### src/hw/rtl/vat_pkg.sv
`timescale 1ns / 1ps
// ----------------------------------------------------------------------------
// vat_pkg
// Shared constants, types and helpers for the viewbox aspect transform.
// ----------------------------------------------------------------------------
package vat_pkg;

    localparam int FRAC_BITS  = 16;
    localparam int W_ORG      = 32;
    localparam int W_EXT      = 31;
    localparam int W_S        = 32;
    localparam int W_DVD      = W_EXT + FRAC_BITS;
    localparam int W_TRY      = W_EXT + W_S;
    localparam int DIV_STAGES = W_S;
    localparam int W_PROD     = W_ORG + W_S + 1;
    localparam int W_PEXT     = W_EXT + W_S;
    localparam int W_Q        = W_PROD - FRAC_BITS;
    localparam int W_SUM      = W_Q + 2;
    localparam int W_CFG_IDX  = 3;
    localparam int W_ALIGN    = 4;

    localparam logic [W_CFG_IDX-1:0] CFG_VIEW_X = 3'd0;
    localparam logic [W_CFG_IDX-1:0] CFG_VIEW_Y = 3'd1;
    localparam logic [W_CFG_IDX-1:0] CFG_VIEW_W = 3'd2;
    localparam logic [W_CFG_IDX-1:0] CFG_VIEW_H = 3'd3;
    localparam logic [W_CFG_IDX-1:0] CFG_ALIGN  = 3'd4;
    localparam logic [W_CFG_IDX-1:0] CFG_FIT    = 3'd5;

    localparam logic FIT_MEET  = 1'b0;
    localparam logic FIT_SLICE = 1'b1;

    typedef logic [1:0] t_pos;
    localparam t_pos POS_MIN  = 2'd0;
    localparam t_pos POS_MID  = 2'd1;
    localparam t_pos POS_MAX  = 2'd2;
    localparam t_pos POS_NONE = 2'd3;

    typedef struct packed {
        t_pos col;
        t_pos row;
    } t_align;

    typedef struct packed {
        logic signed [W_ORG-1:0] bx;
        logic signed [W_ORG-1:0] by;
        logic [W_EXT-1:0]        bw;
        logic [W_EXT-1:0]        bh;
        logic                    ovf_x;
        logic                    ovf_y;
        logic                    zero;
    } t_side;

    function automatic t_align align_decode(input logic [W_ALIGN-1:0] mode);
        t_align a;
        unique case (mode)
            4'd1:    a = '{POS_MIN, POS_MIN};
            4'd2:    a = '{POS_MID, POS_MIN};
            4'd3:    a = '{POS_MAX, POS_MIN};
            4'd4:    a = '{POS_MIN, POS_MID};
            4'd5:    a = '{POS_MID, POS_MID};
            4'd6:    a = '{POS_MAX, POS_MID};
            4'd7:    a = '{POS_MIN, POS_MAX};
            4'd8:    a = '{POS_MID, POS_MAX};
            4'd9:    a = '{POS_MAX, POS_MAX};
            default: a = '{POS_NONE, POS_NONE};
        endcase
        return a;
    endfunction

endpackage

### src/hw/rtl/vat_div.sv
`timescale 1ns / 1ps
// ----------------------------------------------------------------------------
// vat_div
// Pipelined restoring divider, one quotient bit per stage.
// ----------------------------------------------------------------------------
module vat_div
    import vat_pkg::*;
(
    input  logic             i_clk,
    input  logic             i_en,
    input  logic [W_DVD-1:0] i_dvd,
    input  logic [W_EXT-1:0] i_dvs,
    output logic [W_S-1:0]   o_q
);

    logic [W_DVD-1:0] r_rem [DIV_STAGES];
    logic [W_EXT-1:0] r_dvs [DIV_STAGES];
    logic [W_S-1:0]   r_q   [DIV_STAGES];

    genvar g;
    generate
        for (g = 0; g < DIV_STAGES; g++) begin : g_stage
            localparam int K = DIV_STAGES - 1 - g;
            logic [W_DVD-1:0] rem_in;
            logic [W_EXT-1:0] dvs_in;
            logic [W_S-1:0]   q_in;
            logic [W_TRY-1:0] shd;
            logic [W_TRY-1:0] trial;
            logic             take;

            if (g == 0) begin : g_first
                assign rem_in = i_dvd;
                assign dvs_in = i_dvs;
                assign q_in   = '0;
            end else begin : g_next
                assign rem_in = r_rem[g-1];
                assign dvs_in = r_dvs[g-1];
                assign q_in   = r_q[g-1];
            end

            assign shd   = W_TRY'(dvs_in) << K;
            assign take  = W_TRY'(rem_in) >= shd;
            assign trial = W_TRY'(rem_in) - shd;

            always_ff @(posedge i_clk) begin
                if (i_en) begin
                    r_rem[g] <= take ? trial[W_DVD-1:0] : rem_in;
                    r_dvs[g] <= dvs_in;
                    r_q[g]   <= q_in | (W_S'(take) << K);
                end
            end
        end
    endgenerate

    assign o_q = r_q[DIV_STAGES-1];

endmodule

### config.mk
export PLATFORM = sky130hd
export DESIGN_NAME = vat_div
export DESIGN_NICKNAME = d
export VERILOG_FILES = /design/src/hw/rtl/vat_pkg.sv /design/src/hw/rtl/vat_div.sv
export SDC_FILE = /design/constraint.sdc
export NUM_CORES = 2
export LEC_CHECK = 0
export BUFFER_PORTS_ARGS = -buffer_cell sky130_fd_sc_hd__buf_4
export CAP_MARGIN = 10
export CORE_MARGIN = 5
export CORE_UTILIZATION = 30
export CTS_CLUSTER_SIZE = 24
export DETAILED_ROUTE_END_ITERATION = 10
export PLACE_DENSITY = 0.48
export SLEW_MARGIN = 15
export SYNTH_ARGS = -nofsm -noshare
export SYNTH_HDL_FRONTEND = slang
export SYNTH_SLANG_ARGS = --single-unit
### constraint.sdc
create_clock -name i_clk -period 4.5 [get_ports i_clk]
set_clock_uncertainty 0.2 [all_clocks]
set_input_delay 0.225 -clock i_clk [delete_from_list [all_inputs] [get_ports i_clk]]
set_output_delay 0.225 -clock i_clk [all_outputs]
set_load 0.005 [all_outputs]
==> run metrics <==
global-route wire length before repair=approximately 560 mm; largest family of logic cells by synthesized area=compound AO/OA/AOI/OAI gates; Post-synth EDFFs=2946; end point of the critical path=r_rem[1][352]; multi-input logic area=between 0.05 and 0.06 mm²; FF/Latch Area=around 0.088 mm²; Finished Cell Area=between 0.15 and 0.2 mm²; Fin. Hold Viols=0; Simple-Gate Fraction of Synth Area=0.0979; Cell Chain, Critical Path=inv_1 -> ha_1 -> nor2b_1 -> o31ai_1 -> a21oi_1 -> o21ai_0 -> a21oi_1 -> a31o_2 -> a21o_1 -> a221o_2 -> buf_12 -> mux2_2; initial drt markers=around 6300; NetSw=30.4 mW; deepest clock path buffer count=4; outcome=finished clean; TritonCTS Buffers=355; Die W=between 700 and 800 µm; largest net degree at the start of global routing=152; via/cell ratio=between 4 and 5; post-synthesis average cell area=about 12 µm²; MaxCap Viol Count=0; Cell Int Power=around 65 mW; crit-path max FO=39; average wire per standard cell=18.9 µm; setup violators final=0; most common cell after layout, fill and taps aside=edfxtp_1; ys flop type=edfxtp_1; PortBufs=111; r2r startpoint=r_dvs[14][1]; post-layout util=0.350; Slew headroom=0.291; sequential fraction of the synthesis area=0.602; final std cells w/o fill=between 15000 and 20000; DRC viols=0; RSZ-0062 raised after global routing=no; Crit. Startpoint=r_dvs[14][1]; number of global-route vias before repair=just over 90000; clock root buffer=clkbuf_16; critical path's slowest cell=o21ai_0; share of cells above drive strength 1=0.0965; xor/xnor share of the synthesized area=0.0475; #FFs+latches synth=~3000; Hold Slack=0.153 ns; Worst R2R Setup Slack=about 0.25 ns; CP max stage delay=between 0.5 and 0.6 ns; Placed Cells=around 19000; Leak=66.0 nW; initial antenna violation count=13; CP dominant cell by count=a21oi_1; Net Count, Synth=around 13000; Hold WC Path Type=in2reg; # IOs=between 100 and 150; VDD IR max=slightly below 400 µV; CP required=between 4 and 5 ns; Syn-to-layout area delta=16.4%; sw frac=0.320; DIE AREA=between 0.5 and 0.6 mm²; yosys warns=0; Startpoint Class=flop; vias after detailed routing=roughly 93000; Levels on crit path=12; Tcrit/Tclk final=0.945; # clock sinks=2946; P per Cell Area=555 mW/mm²; WP buf/inv=2; DRT Pass-1 Iters=6; Reg2Reg Depth=12; total wire length=367 mm; Fill cells=about 48000; compound-gate portion of the synthesized area=0.119; DRT antenna net count=0; FP Rows=257; clk slew on worst S/H paths=roughly 0.060 ns; Cells after Synth=around 12000; commonest non-fill, non-tap cells in the layout=edfxtp_1, inv_1, a21oi_1; Max Freq=235 MHz; clock share of power=0.304; post-layout power=95.0 mW; Initial Util=0.301; CTS tree=yes; Worst Tran Pin Value=about 1.1 ns; WS Path Type=reg2reg; DP Area=between 0.15 and 0.2 mm²; CP Data Arrival Time=~4.7 ns; fin crit period=between 4 and 5 ns; Clock Latency Late Sink=around 0.95 ns; Post-synth ARST share=0; Largest delay share family, worst path=compound AO/OA/AOI/OAI gates; detailed placement HPWL=~280 mm; Final #Nets=roughly 14000; adder and majority gate portion of the synthesized area=0.0784; Overflow after GRT=0; Comb power frac=0.290; gr usage total=0.142; Cell Area, Synth=0.147 mm²; mux cell area share after synthesis=0.0208; Unique masters post-synth=slightly below 90; GPL Wtd Cong=approximately 0.86; Die Y=roughly 710 µm; sequential fraction of design power=0.406; core box area=0.489 mm²; Max Slew Vio Count=0; H-tree depth=5; CP Capture Type=flop; FF-to-FF End=r_rem[1][352]
repair_timing:
action / in CTS / in global routing
setup buffers: 0 / 0
hold endpoints to repair: 1073 / 0
hold buffers: 168 / 0
pin swaps: 0 / 1
cloned: 0 / 0
setup endpoints to repair: 1 / 81
resized for setup: 1 / 7
metal layers:
metal | GRT usage | up-vias | share of wire
met5 | 0 | - | 0
met1 | 0.179 | 44700 | 0.43
met3 | 0.0173 | 637 | 0.038
met2 | 0.247 | 1744 | 0.49
met4 | 0.0543 | 0 | 0.041
li1 | - | 45900 | -
worst reg2reg max path, stage by stage, from the launching register on:
cell,delay (ns)
edfxtp_1,0.44
inv_1,0.08
ha_1,0.23
nor2b_1,0.15
o31ai_1,0.37
a21oi_1,0.16
o21ai_0,0.53
a21oi_1,0.37
a31o_2,0.35
a21o_1,0.21
a221o_2,0.38
buf_12,0.18
mux2_2,0.36
power groups by stage:
stage	logic, mW	clock network (mW)	registers, mW
final	27.6	28.9	38.5
after global routing	30.7	31.1	38.9
after CTS	27.5	30.0	38.7
after detailed placement	27.1	0	39.2
after global placement	27.2	0	39.2
after floorplan	19.6	0	37.5
worst min-delay path by stage:
stage / slack (ns) / end / depth (start not counted) / startpoint
after floorplan: 0.12 / r_dvs[0][0] / 0 / i_dvs[0]
after global placement: 0.20 / r_q[21][28] / 0 / r_q[20][28]
after detailed placement: 0.20 / r_q[11][31] / 0 / r_q[10][31]
after CTS: 0.03 / r_rem[0][34] / 4 / i_dvd[34]
after global routing: 0.08 / r_rem[0][34] / 4 / i_dvd[34]
final: 0.15 / r_rem[0][31] / 5 / i_dvd[31]
stage by stage:
step	TNS (ns)	setup WS [ns]
6_report	0	0.248
5_1_grt	0	0.000231
4_1_cts	0	0.0728
3_5_place_dp	0	0.0489
3_3_place_gp	-0.412	-0.155
2_1_floorplan	0	0.612
cell families (layout without fill, tap and decap cells):
group           after synthesis  after routing
fa+ha+maj                   903            903
other cells                   0              2
flops                      2946           2946
mux                         271            271
compound gates             2830           2830
xor+xnor                    798            798
simple gates               2924           2924
buf+inv                    1339           2266
synth_stat cells (44+ instances only):
cell type	count	area [µm²]
edfxtp_1	2946	88500
inv_1	1098	4120
xnor2_1	439	3840
nand2_1	815	3060
or3_1	59	369
o31ai_1	65	488
o21ai_0	727	3640
clkbuf_1	200	751
and2_1	63	394
o211ai_1	51	383
or2_2	44	275
a21o_1	371	2790
a21oi_1	900	4500
a31oi_1	85	532
and3_1	76	475
o21bai_1	93	698
xor2_1	359	3140
a211oi_1	61	458
nor2b_1	132	826
nand3_1	177	886
nand2b_1	139	870
nor2_1	722	2710
nand4_1	156	976
ha_1	872	10900
nor3_1	189	946
nor4_1	165	1030
mux2_2	241	2710
o21a_1	110	826
final cells by class:
| type | instances | area share |
|---|---|---|
| clock inverters | 206 | 0.0142 |
| diodes | 2 | 0.0000292 |
| multi-input cells | 7726 | 0.314 |
| inverters | 1100 | 0.0241 |
| well taps | 6475 | 0.0473 |
| clock buffers | 433 | 0.0542 |
| flip-flops and latches | 2946 | 0.517 |
| repair buffers | 527 | 0.0293 |
registers in the layout, summed over array words and instances (netlist names):
name / cells
r_dvs: 961
r_q: 528
r_rem: 1457
Power figures use the tool's default switching activity.
